[src/rtl/rlu_pkg.sv]
`default_nettype none
package rlu_pkg;

    // Input word: one command for the recency list.
    typedef struct packed {
        logic [2:0] action;
        logic [7:0] entry_id;
        logic [4:0] release_amount;
    } t_in_word;

    // Output word: one result of a command.
    typedef struct packed {
        logic [7:0] released_id;
        logic       has_id;
        logic [1:0] status;
        logic [4:0] entry_count;
        logic       last;
    } t_out_word;

    typedef enum logic [2:0] {
        ACT_ATTACH  = 3'd0,
        ACT_TOUCH   = 3'd1,
        ACT_DETACH  = 3'd2,
        ACT_MARK    = 3'd3,
        ACT_RELEASE = 3'd4,
        ACT_CLEAR   = 3'd5,
        ACT_REPORT  = 3'd6
    } t_action;

    typedef enum logic [1:0] {
        ST_DONE     = 2'd0,
        ST_NOCHG    = 2'd1,
        ST_NOTFOUND = 2'd2,
        ST_FULL     = 2'd3
    } t_status;

    typedef enum logic [3:0] {
        S_IDLE,
        S_FIND_RD,
        S_FIND_CK,
        S_UP_RD,
        S_UP_WR,
        S_DN_RD,
        S_DN_WR,
        S_SORT_RD,
        S_SORT_WR,
        S_EV_RD,
        S_EV_OUT,
        S_RP_RD,
        S_RP_OUT,
        S_DONE
    } t_state;

endpackage
`default_nettype wire

[src/rtl/rlu_ram.sv]
`default_nettype none
// Simple dual-port memory: one write and one registered read per cycle.
module rlu_ram #(
    parameter int W     = 9,
    parameter int DEPTH = 16
) (
    input  wire                     i_clk,
    input  wire                     i_we,
    input  wire [$clog2(DEPTH)-1:0] i_waddr,
    input  wire [W-1:0]             i_wdata,
    input  wire [$clog2(DEPTH)-1:0] i_raddr,
    output logic [W-1:0]            o_rdata
);
    logic [W-1:0] r_mem [DEPTH];

    always_ff @(posedge i_clk) begin
        if (i_we) begin
            r_mem[i_waddr] <= i_wdata;
        end
        o_rdata <= r_mem[i_raddr];
    end
endmodule
`default_nettype wire

[src/rtl/recency_list_with_used_bits.sv]
`default_nettype none
// Channel   Direction  Handshake                  Word
// in        input      i_in_valid / o_in_stall    t_in_word  (action, id, release amount)
// out       output     o_out_valid / i_out_stall  t_out_word (id, flags, status, count)
//
// Commands that search, shift, reorder or report walk the list through one registered memory
// read port. A search or a downward shift runs over the held entries, an attach or a touch
// searches and then shifts up, a release reorders the list and then evicts from its back,
// and a report reads each entry. The input is stalled until the command has ended.
// Reset is synchronous and active low; it empties the list but leaves the memory as is.
// A stalled output word holds the sequencer, and the last word may wait into the next command.
module recency_list_with_used_bits
    import rlu_pkg::*;
#(
    parameter int DEPTH   = 16,
    parameter int ID_BITS = 8
) (
    input  wire        i_clk,
    input  wire        i_rst_n,
    input  wire        i_in_valid,
    input  t_in_word   i_in_word,
    output logic       o_in_stall,
    output logic       o_out_valid,
    output t_out_word  o_out_word,
    input  wire        i_out_stall
);
    localparam int AW = $clog2(DEPTH);
    localparam int CW = $clog2(DEPTH + 1);
    localparam int W  = ID_BITS + 1;

    // Control and datapath registers.
    t_state              r_state, n_state;
    t_action             r_action, n_action;
    logic [ID_BITS-1:0]  r_id, n_id;
    logic [4:0]          r_amount, n_amount;
    logic [CW-1:0]       r_count, n_count;
    logic [CW-1:0]       r_idx, n_idx;
    logic [CW-1:0]       r_wr, n_wr;
    logic [CW-1:0]       r_left, n_left;
    logic [CW-1:0]       r_fin, n_fin;
    logic                r_pass, n_pass;
    logic                r_bank, n_bank;
    logic [W-1:0]        r_new, n_new;
    logic                r_grow, n_grow;
    t_status             r_status, n_status;
    t_out_word           r_out, n_out;
    logic                r_out_valid, n_out_valid;

    // Memory controls.
    logic                we_live, we_other;
    logic [AW-1:0]       waddr, raddr;
    logic [W-1:0]        wdata;
    logic [W-1:0]        rdata_a, rdata_b, rdata;
    logic                we_a, we_b;

    logic                in_acc, out_free;
    logic [ID_BITS-1:0]  rd_id;
    logic                rd_mark;
    logic [CW-1:0]       idx_p1;
    logic [CW+4:0]       amt_x, cnt_x;
    logic [CW+4:0]       cnt_w, fin_w;
    logic [ID_BITS+7:0]  rd_id_w;
    logic [ID_BITS+7:0]  in_id_w;

    // Two banks: one holds the live list, the other receives the reordered
    // list during a release, after which the roles swap.
    rlu_ram #(.W(W), .DEPTH(DEPTH)) u_bank_a (
        .i_clk   (i_clk),
        .i_we    (we_a),
        .i_waddr (waddr),
        .i_wdata (wdata),
        .i_raddr (raddr),
        .o_rdata (rdata_a)
    );

    rlu_ram #(.W(W), .DEPTH(DEPTH)) u_bank_b (
        .i_clk   (i_clk),
        .i_we    (we_b),
        .i_waddr (waddr),
        .i_wdata (wdata),
        .i_raddr (raddr),
        .o_rdata (rdata_b)
    );

    assign we_a    = (we_live && !r_bank) || (we_other && r_bank);
    assign we_b    = (we_live && r_bank) || (we_other && !r_bank);
    assign rdata   = r_bank ? rdata_b : rdata_a;
    assign rd_id   = rdata[ID_BITS-1:0];
    assign rd_mark = rdata[ID_BITS];
    assign idx_p1  = r_idx + CW'(1);
    assign rd_id_w = (ID_BITS + 8)'(rd_id);
    assign in_id_w = (ID_BITS + 8)'(i_in_word.entry_id);
    assign amt_x   = (CW + 5)'(r_amount);
    assign cnt_x   = (CW + 5)'(r_count);
    assign cnt_w   = (CW + 5)'(r_count);
    assign fin_w   = (CW + 5)'(r_fin);

    assign in_acc      = i_in_valid && !o_in_stall;
    assign out_free    = !r_out_valid || !i_out_stall;
    assign o_in_stall  = (r_state != S_IDLE);
    assign o_out_valid = r_out_valid;
    assign o_out_word  = r_out;

    // Next state.
    always_comb begin
        n_state = r_state;
        unique case (r_state)
            S_IDLE: begin
                if (in_acc) begin
                    case (i_in_word.action) inside
                        ACT_ATTACH, ACT_TOUCH, ACT_DETACH, ACT_MARK: n_state = S_FIND_RD;
                        ACT_RELEASE: n_state = S_SORT_RD;
                        ACT_REPORT:  n_state = (r_count == '0) ? S_DONE : S_RP_RD;
                        default:     n_state = S_DONE;
                    endcase
                end
            end
            S_FIND_RD: begin
                if (r_idx == r_count) begin
                    if (r_action == ACT_ATTACH && r_count != CW'(DEPTH)) begin
                        n_state = S_UP_RD;
                    end else begin
                        n_state = S_DONE;
                    end
                end else begin
                    n_state = S_FIND_CK;
                end
            end
            S_FIND_CK: begin
                if (rd_id == r_id) begin
                    case (r_action)
                        ACT_TOUCH:  n_state = S_UP_RD;
                        ACT_DETACH: n_state = S_DN_RD;
                        default:    n_state = S_DONE;
                    endcase
                end else begin
                    n_state = S_FIND_RD;
                end
            end
            S_UP_RD:   n_state = (r_idx == '0) ? S_DONE : S_UP_WR;
            S_UP_WR:   n_state = S_UP_RD;
            S_DN_RD:   n_state = (idx_p1 >= r_count) ? S_DONE : S_DN_WR;
            S_DN_WR:   n_state = S_DN_RD;
            S_SORT_RD: begin
                if (r_idx == r_count) begin
                    if (r_pass) begin
                        n_state = (r_count == '0 || r_amount == '0) ? S_DONE : S_EV_RD;
                    end
                end else begin
                    n_state = S_SORT_WR;
                end
            end
            S_SORT_WR: n_state = S_SORT_RD;
            S_EV_RD:   n_state = S_EV_OUT;
            S_EV_OUT: begin
                if (out_free) begin
                    n_state = (r_left == CW'(1)) ? S_IDLE : S_EV_RD;
                end
            end
            S_RP_RD:   n_state = S_RP_OUT;
            S_RP_OUT: begin
                if (out_free) begin
                    n_state = (idx_p1 == r_count) ? S_IDLE : S_RP_RD;
                end
            end
            S_DONE: begin
                if (out_free) begin
                    n_state = S_IDLE;
                end
            end
            default: n_state = S_IDLE;
        endcase
    end

    // Datapath, memory controls and output register.
    always_comb begin
        n_action    = r_action;
        n_id        = r_id;
        n_amount    = r_amount;
        n_count     = r_count;
        n_idx       = r_idx;
        n_wr        = r_wr;
        n_left      = r_left;
        n_fin       = r_fin;
        n_pass      = r_pass;
        n_bank      = r_bank;
        n_new       = r_new;
        n_grow      = r_grow;
        n_status    = r_status;
        n_out       = r_out;
        n_out_valid = r_out_valid && i_out_stall;
        we_live     = 1'b0;
        we_other    = 1'b0;
        waddr       = r_idx[AW-1:0];
        wdata       = rdata;
        raddr       = r_idx[AW-1:0];

        unique case (r_state)
            S_IDLE: begin
                if (in_acc) begin
                    n_action = t_action'(i_in_word.action);
                    n_id     = in_id_w[ID_BITS-1:0];
                    n_amount = i_in_word.release_amount;
                    n_idx    = '0;
                    n_wr     = '0;
                    n_pass   = 1'b0;
                    case (i_in_word.action)
                        ACT_CLEAR: begin
                            n_count  = '0;
                            n_status = ST_DONE;
                        end
                        default: n_status = ST_NOCHG;
                    endcase
                end
            end
            S_FIND_RD: begin
                if (r_idx == r_count) begin
                    case (r_action)
                        ACT_ATTACH: begin
                            if (r_count == CW'(DEPTH)) begin
                                n_status = ST_FULL;
                            end else begin
                                n_new  = {1'b0, r_id};
                                n_grow = 1'b1;
                            end
                        end
                        ACT_DETACH: n_status = ST_NOTFOUND;
                        default:    n_status = ST_NOCHG;
                    endcase
                end
            end
            S_FIND_CK: begin
                if (rd_id == r_id) begin
                    case (r_action)
                        ACT_ATTACH: n_status = ST_NOCHG;
                        ACT_TOUCH: begin
                            n_new  = {rd_mark, r_id};
                            n_grow = 1'b0;
                        end
                        ACT_MARK: begin
                            we_live  = 1'b1;
                            wdata    = {1'b1, r_id};
                            n_status = ST_DONE;
                        end
                        default: ;
                    endcase
                end else begin
                    n_idx = idx_p1;
                end
            end
            S_UP_RD: begin
                if (r_idx == '0) begin
                    we_live  = 1'b1;
                    wdata    = r_new;
                    n_status = ST_DONE;
                    if (r_grow) begin
                        n_count = r_count + CW'(1);
                    end
                end else begin
                    raddr = r_idx[AW-1:0] - AW'(1);
                end
            end
            S_UP_WR: begin
                we_live = 1'b1;
                n_idx   = r_idx - CW'(1);
            end
            S_DN_RD: begin
                if (idx_p1 >= r_count) begin
                    n_count  = r_count - CW'(1);
                    n_status = ST_DONE;
                end else begin
                    raddr = idx_p1[AW-1:0];
                end
            end
            S_DN_WR: begin
                we_live = 1'b1;
                n_idx   = idx_p1;
            end
            S_SORT_RD: begin
                if (r_idx == r_count) begin
                    n_idx = '0;
                    if (!r_pass) begin
                        n_pass = 1'b1;
                    end else begin
                        // Reordered list is complete; evict from its back.
                        n_bank = !r_bank;
                        if (amt_x >= cnt_x) begin
                            n_left = r_count;
                        end else begin
                            n_left = CW'(r_amount);
                        end
                        n_fin    = r_count - n_left;
                        n_status = ST_NOCHG;
                    end
                end
            end
            S_SORT_WR: begin
                // Used entries go first, then unused; marks leave cleared.
                if (rd_mark == !r_pass) begin
                    we_other = 1'b1;
                    waddr    = r_wr[AW-1:0];
                    wdata    = {1'b0, rd_id};
                    n_wr     = r_wr + CW'(1);
                end
                n_idx = idx_p1;
            end
            S_EV_RD, S_EV_OUT: begin
                raddr = r_count[AW-1:0] - AW'(1);
                if (r_state == S_EV_OUT && out_free) begin
                    n_out_valid       = 1'b1;
                    n_out.released_id = rd_id_w[7:0];
                    n_out.has_id      = 1'b1;
                    n_out.status      = ST_DONE;
                    n_out.entry_count = fin_w[4:0];
                    n_out.last        = (r_left == CW'(1));
                    n_count           = r_count - CW'(1);
                    n_left            = r_left - CW'(1);
                end
            end
            S_RP_RD, S_RP_OUT: begin
                if (r_state == S_RP_OUT && out_free) begin
                    n_out_valid       = 1'b1;
                    n_out.released_id = rd_id_w[7:0];
                    n_out.has_id      = 1'b1;
                    n_out.status      = ST_DONE;
                    n_out.entry_count = cnt_w[4:0];
                    n_out.last        = (idx_p1 == r_count);
                    n_idx             = idx_p1;
                end
            end
            S_DONE: begin
                if (out_free) begin
                    n_out_valid       = 1'b1;
                    n_out.released_id = '0;
                    n_out.has_id      = 1'b0;
                    n_out.status      = r_status;
                    n_out.entry_count = cnt_w[4:0];
                    n_out.last        = 1'b1;
                end
            end
            default: ;
        endcase
    end

    always_ff @(posedge i_clk) begin
        if (!i_rst_n) begin
            r_state     <= S_IDLE;
            r_count     <= '0;
            r_bank      <= 1'b0;
            r_out_valid <= 1'b0;
        end else begin
            r_state     <= n_state;
            r_count     <= n_count;
            r_bank      <= n_bank;
            r_out_valid <= n_out_valid;
        end
        r_action <= n_action;
        r_id     <= n_id;
        r_amount <= n_amount;
        r_idx    <= n_idx;
        r_wr     <= n_wr;
        r_left   <= n_left;
        r_fin    <= n_fin;
        r_pass   <= n_pass;
        r_new    <= n_new;
        r_grow   <= n_grow;
        r_status <= n_status;
        r_out    <= n_out;
    end

    // The list never holds more entries than the memory has rows.
    a_count_bound: assert property (@(posedge i_clk) disable iff (!i_rst_n)
        r_count <= CW'(DEPTH))
        else $error("held count above depth");

    // An eviction always has an entry left to take from the back.
    a_evict_bound: assert property (@(posedge i_clk) disable iff (!i_rst_n)
        (r_state == S_EV_OUT) |-> (r_left != '0 && r_left <= r_count))
        else $error("eviction with no entry left");

    // The reorder write pointer never runs past the held count.
    a_sort_ptr: assert property (@(posedge i_clk) disable iff (!i_rst_n)
        (r_state == S_SORT_WR) |-> (r_wr <= r_count))
        else $error("reorder write pointer beyond the held count");

endmodule
`default_nettype wire
[config.mk]
export PLATFORM = sky130hd
export DESIGN_NAME = recency_list_with_used_bits
export DESIGN_NICKNAME = d
export VERILOG_FILES = /design/src/rtl/rlu_pkg.sv /design/src/rtl/rlu_ram.sv /design/src/rtl/recency_list_with_used_bits.sv
export SDC_FILE = /design/constraint.sdc
export NUM_CORES = 1
export LEC_CHECK = 0
export BUFFER_PORTS_ARGS = -buffer_cell sky130_fd_sc_hd__clkbuf_2
export CAP_MARGIN = 0
export CORE_ASPECT_RATIO = 1.1
export CORE_UTILIZATION = 65
export DETAILED_ROUTE_END_ITERATION = 6
export PLACE_DENSITY = 0.93
export SYNTH_ARGS = -nofsm -noshare
export SYNTH_HDL_FRONTEND = slang
export SYNTH_SLANG_ARGS = --single-unit
[constraint.sdc]
create_clock -name i_clk -period 5.9 [get_ports i_clk]
set_clock_uncertainty 0.15 [all_clocks]
set_input_delay 1.77 -clock i_clk [delete_from_list [all_inputs] [get_ports i_clk]]
set_output_delay 1.77 -clock i_clk [all_outputs]
set_load 0.05 [all_outputs]
# --- Word level (Yosys, flattened, before mapping) ---
# Memory sizes are Yosys's and may differ from the RTL's. A register that Yosys moved wholly into a read port is not among the register bits.
# Index checks and enable logic that the tools add are counted.
classes:
  n_reduce_logical: 49
  magnitude_cmp: 2
  eq_ne: 51
  addsub: 9
  muxes: 98
ops:
  columns: ["cell", "count"]
  rows:
  - ["two-way mux 5 bit", 18]
  - ["two-way mux 9 bit", 10]
  - ["two-way mux 4 bit", 19]
  - ["case mux 4 bit (14 select lines)", 1]
  - ["two-way mux 17 bit", 3]
  - ["case mux 17 bit (3 select lines)", 1]
  - ["!= test 2 bit, second input constant", 18]
  - ["case mux 5 bit (6 select lines)", 1]
  - ["case mux 9 bit (3 select lines)", 1]
  - ["equality test 4 bit, second input constant", 6]
  - ["two-way mux 1 bit", 20]
  - ["case mux 5 bit (2 select lines)", 2]
  - ["case mux 5 bit (4 select lines)", 1]
  - ["case mux 9 bit (2 select lines)", 1]
  - ["equality test 4 x 3 -> 1 bit, second input constant", 4]
  - ["two-way mux 2 bit", 8]
  - ["adder 5 x 1 -> 5 bit, second input constant", 3]
  - ["zero test 5 bit", 3]
  - ["subtractor 5 x 1 -> 5 bit, second input constant", 3]
  - ["equality test 3 x 2 -> 1 bit, second input constant", 4]
  - ["case mux 2 bit (6 select lines)", 1]
  - ["case mux 4 bit (3 select lines)", 1]
  - ["nonzero test 6 bit", 2]
  - ["equality test 5 bit", 2]
  - ["other kinds (36)", 76]
word_totals:
  ram_bits: 288
  memories: 2
  output_inout_bits: 19
  regBits: 77
  word_cells: 231
mem_list:
  columns: ["name", "depth", "word_bits", "rd", "rd_ports_with_merged_regs", "write_ports", "line", "text"]
  rows:
  - ["u_bank_a.r_mem", 16, 9, 1, 1, 1, "rlu_ram.sv:14", "logic [W-1:0] r_mem [DEPTH];"]
  - ["u_bank_b.r_mem", 16, 9, 1, 1, 1, "rlu_ram.sv:14", null]

# --- Logic depth before layout (Yosys ltp) ---
depth:
  word_depth: 8
  ltp_mapped: 15
  mapped_depth_nobuf: 15

# --- Modules after synthesis ---
# Synthesis repeated with hierarchy kept, for this count alone.
hier_totals:
  hier_cells: 1018
  area_unflattened_um2: 16572.1
by_module_without_submodules:
  columns: ["module", "cells_per_inst", "area_per_inst_um2", "n_inst"]
  rows:
  - ["rlu_ram", 254, 5780.5, 2]
  - ["recency_list_with_used_bits", 510, 5011.1, 1]

# --- Least setup slack after synthesis ---
# Ideal clock, no wire load.
synth_path:
  path_type: "reg2reg"
  startpoint: "register r_idx[1]"
  endpoint: "register u_bank_a.o_rdata[6] (read register of u_bank_a.r_mem)"
  required_time_ns: 5.634
  arrival_ns: 3.311
  stages_incl_launch_ff: 15
  period_less_slack_ns: 3.577
  path_buffers: 3
  path_slack_ns: 2.323
  path_cell_list: "edfxtp_1 clkbuf_1 inv_1 ha_1 ha_1 and2_1 a221o_1 a211o_1 o21ai_0 o21a_2 buf_6 buf_6 mux2i_1 o22ai_1 o211a_1"
synth_via:
  elab_chain_cells: 4
synth_rtl:
  columns: ["element", "line", "text"]
  rows:
  - ["start, declared", "recency_list_with_used_bits.sv:37", "logic [CW-1:0] r_idx, n_idx;"]
  - ["start signal, assigned", "recency_list_with_used_bits.sv:360", "r_idx <= n_idx;"]
  - ["adder 5 x 1 -> 5 bit", "recency_list_with_used_bits.sv:90", "assign idx_p1 = r_idx + CW'(1);"]
  - [">= comparator 5 bit", "recency_list_with_used_bits.sv:268", "if (idx_p1 >= r_count) begin"]
  - ["two-way mux 4 bit", "recency_list_with_used_bits.sv:268", null]
  - ["case mux 4 bit (3 select lines) (*)", "recency_list_with_used_bits.sv:198", "unique case (r_state)"]
  - ["end, declared", "rlu_ram.sv:12", "output logic [W-1:0] o_rdata"]
# Every way passes the cells marked *; elsewhere a longest branch is shown, timed or not.
# A chain may end at the register's enable or synchronous reset.

# --- Final worst setup path ---
layout_path:
  startpoint: "register r_idx[1]"
  endpoint: "register u_bank_b.o_rdata[0] (read register of u_bank_b.r_mem)"
layout_via:
  elab_chain_cells: 4
layout_rtl:
  columns: ["element", "line"]
  rows:
  - ["adder 5 x 1 -> 5 bit", "recency_list_with_used_bits.sv:90"]
  - [">= comparator 5 bit", "recency_list_with_used_bits.sv:268"]
  - ["two-way mux 4 bit", "recency_list_with_used_bits.sv:268"]
  - ["case mux 4 bit (3 select lines) (*)", "recency_list_with_used_bits.sv:198"]
  - ["end, declared", "rlu_ram.sv:12"]
# Marks and branches as above.

==> metrics <==
reg2reg start r_idx[1]$_DFFE_PP_; DR vias/cell 6.97; combinational fraction of design power 43.7%; largest net degree at the start of global routing 37; unique cell type count in the Yosys netlist 74; Post-synth EDFFs 353; post-CTS setup repair buffer count 0; Core ar. 25,300 um^2; fillers 1,438; status complete, but fails checks; number of diodes 0; setup_tns 0 ps; WS Path Type flip-flop to flip-flop; final wirelength 43,800 um; HPWL after DPL 26,800 um; hold path depth 0; Syn Nets 1,242; grt total ovfl 0; Die Wd 155 um; IR drop worst, VDD roughly 0.00053 V; mapped cell area 16,800 um^2; Hold Crit Class flip-flop to flip-flop; share of layout cells above drive strength 1 11.9%; FMAX between 200 and 250 MHz; # rows 61; IO Pins 39; hold buffer count at cts 0; register area 11,200 um^2; Clock Sinks ~380; worst rel slew slack under 10%; number of global-route vias before repair between 10,000 and 15,000; Root Buffer clkbuf_16; initial drt markers 1,920; Max clock buf depth 3; Seq/Total Area, Yosys 66.5%; buffers added on ports 38; initial core utilization 66.3%; Final Hold Fails 0; Multi-input gate area 5200 um^2; P_sw approximately 4.6 mW; clock share of power between 20 and 25%; Layout Utilization 72.9%; WP data required approximately 6200 ps; total chip power 11.2 mW; worst setup path startpoint r_idx[1]$_DFFE_PP_; initial antenna violation count 1; Pre-Repair DR Iteration Count 7; hold endpoint r_new[1]$_DFFE_PP_; CTS H-tree depth 2; min-delay src r_id[1]$_DFFE_PP_; most frequent cells in the layout edfxtp_1, nand2_1, mux2i_1; DRC viols 1; ANT nets after route 0; via count 11,200; first-pass GRT wire length between 60,000 and 70,000 um; clock latency on the worst-skew pair 550 ps; wire per inst 27.3 um; Max-Cap Viols 0; Slew Viols, Final 0; Leak Pwr 6.57 nW; Non-Filler Instances 1,604; PwrDens around 600 nW/um^2; sequential share of power 34.8%; Least-Margin Pin Slew about 1400 ps; Arr. time, crit path about 5000 ps; ys async rst share 0%; period utilization roughly four fifths; internal power 6.59 mW; Sw Ratio 41.0%; RD Place Congestion 0.964; fin crit period 4810 ps; total CTS buffers 38; top_reg_cell synth edfxtp_1; Nets 1,276; chip height 171 um; gr usage total 33.5%; Syn. warnings 0; RSZ-0062 raised after global routing false; DIE AREA ~27,000 um^2; Setup crit end kind flip-flop; area grow syn2layout 9.85%; Mapped Cells 1,195; Placed Cells 1,534; Worst-path clk slew 70 ps; Critical Path Source Type flip-flop; commonest non-fill, non-tap cell in the layout edfxtp_1; worst r2r path cells 12; Worst Path Max Fanout 26; Final setup viols 0; violated checks DRC; Mapped Avg Cell Area 14.1 um^2; Yosys reg bits about 380; CTS tree built; post-CTS resize count 0; FF-to-FF End u_bank_b.o_rdata[0]$_DFF_P_; R2R setup slack about 1100 ps
## Yosys cell counts, types with 5 or more instances
cell type	count	area, um^2
nor2b_1	8	50.1
inv_1	24	90.1
mux2i_1	104	1040
o21ai_2	6	52.6
a221oi_1	19	166
buf_6	8	90.1
nor2_1	86	323
a31oi_1	7	43.8
nor4_1	6	37.5
buf_2	18	90.1
and2_1	11	68.8
nand2_1	106	398
o21ai_0	34	170
buf_4	10	75.1
a21oi_1	29	145
o211a_1	20	200
and3_1	25	156
xnor2_1	18	158
nand2b_1	11	68.8
clkbuf_1	25	93.8
dfxtp_1	29	581
nand2_2	8	50.1
edfxtp_1	353	10600
a221o_1	9	90.1
ha_1	25	313
a32oi_1	38	333
o22ai_1	38	238
nand3_1	15	75.1
xor2_1	15	131
a21boi_0	5	37.5
nor3_1	14	70.1
## cell families (layout without fill, tap and decap cells)
family | Yosys count | count (layout) | synth area share (%)
simple gates | 315 | 315 | 9.39
mux | 109 | 109 | 6.56
flops | 382 | 382 | 66.5
fa+ha+maj | 27 | 27 | 2.10
xor+xnor | 33 | 33 | 1.72
compound gates | 243 | 243 | 11.1
buf+inv | 86 | 149 | 2.63
## routing by layer
layer	wire length [um]	track usage (%)	up-vias
met5	0	0	-
met3	5120	7.60	207
met1	15600	42.2	5353
met2	20600	54.9	944
met4	2410	17.2	0
li1	-	-	4680
## area by class of cell
class,instances,share of cell area (%)
clock buffers,49,5.60
clock inverters,20,1.01
inverters,24,0.488
repair buffers,56,1.87
well taps,346,2.34
flip-flops and latches,382,60.5
multi-input cells,727,28.2
## worst max path at each step
stage	to	depth (start not counted)
6_report	u_bank_b.o_rdata[0]$_DFF_P_	12
3_5_place_dp	u_bank_a.o_rdata[2]$_DFF_P_	11
4_1_cts	u_bank_b.o_rdata[4]$_DFF_P_	12
2_1_floorplan	u_bank_a.o_rdata[6]$_DFF_P_	14
3_3_place_gp	u_bank_b.o_rdata[0]$_DFF_P_	11
5_1_grt	u_bank_b.o_rdata[6]$_DFF_P_	12
## state kept, by name, indices dropped and copies added (netlist names), 8 cells and up
register and flops:
r_new 9, u_bank_b.r_mem 144, u_bank_a.r_mem 144, r_id 8, u_bank_b.o_rdata 9, u_bank_a.o_rdata 9
o_out_word 17
## worst max-delay path: stages (launching register included)
cell      delay (ps)
edfxtp_1         570
inv_1            180
ha_1             370
ha_1             290
and2_1           160
a221o_1          380
a211o_1          320
nand4b_1         480
and3_4           610
buf_4            470
nand2_1          150
a32oi_1          370
o211a_1          250
## through the flow
| step | setup slack [ps] | hold slack [ps] | cell area, um^2 |
|---|---|---|---|
| 2_1_floorplan | 2320 | 323 | 16800 |
| 3_3_place_gp | 1450 | 353 | 17200 |
| 3_5_place_dp | 1300 | 340 | 17200 |
| 4_1_cts | 1240 | 373 | 18400 |
| 5_1_grt | 927 | 399 | 18500 |
| 6_report | 1090 | 375 | 18500 |
## power by group through the flow
stage | registers (mW) | clock network (mW) | logic [mW]
5_1_grt | 3.90 | 2.49 | 5.07
3_5_place_dp | 3.92 | 0 | 4.52
2_1_floorplan | 3.79 | 0 | 3.41
3_3_place_gp | 3.91 | 0 | 4.32
4_1_cts | 3.87 | 2.38 | 4.66
6_report | 3.89 | 2.40 | 4.87
No activity file was read; power rests on OpenSTA's default activity.
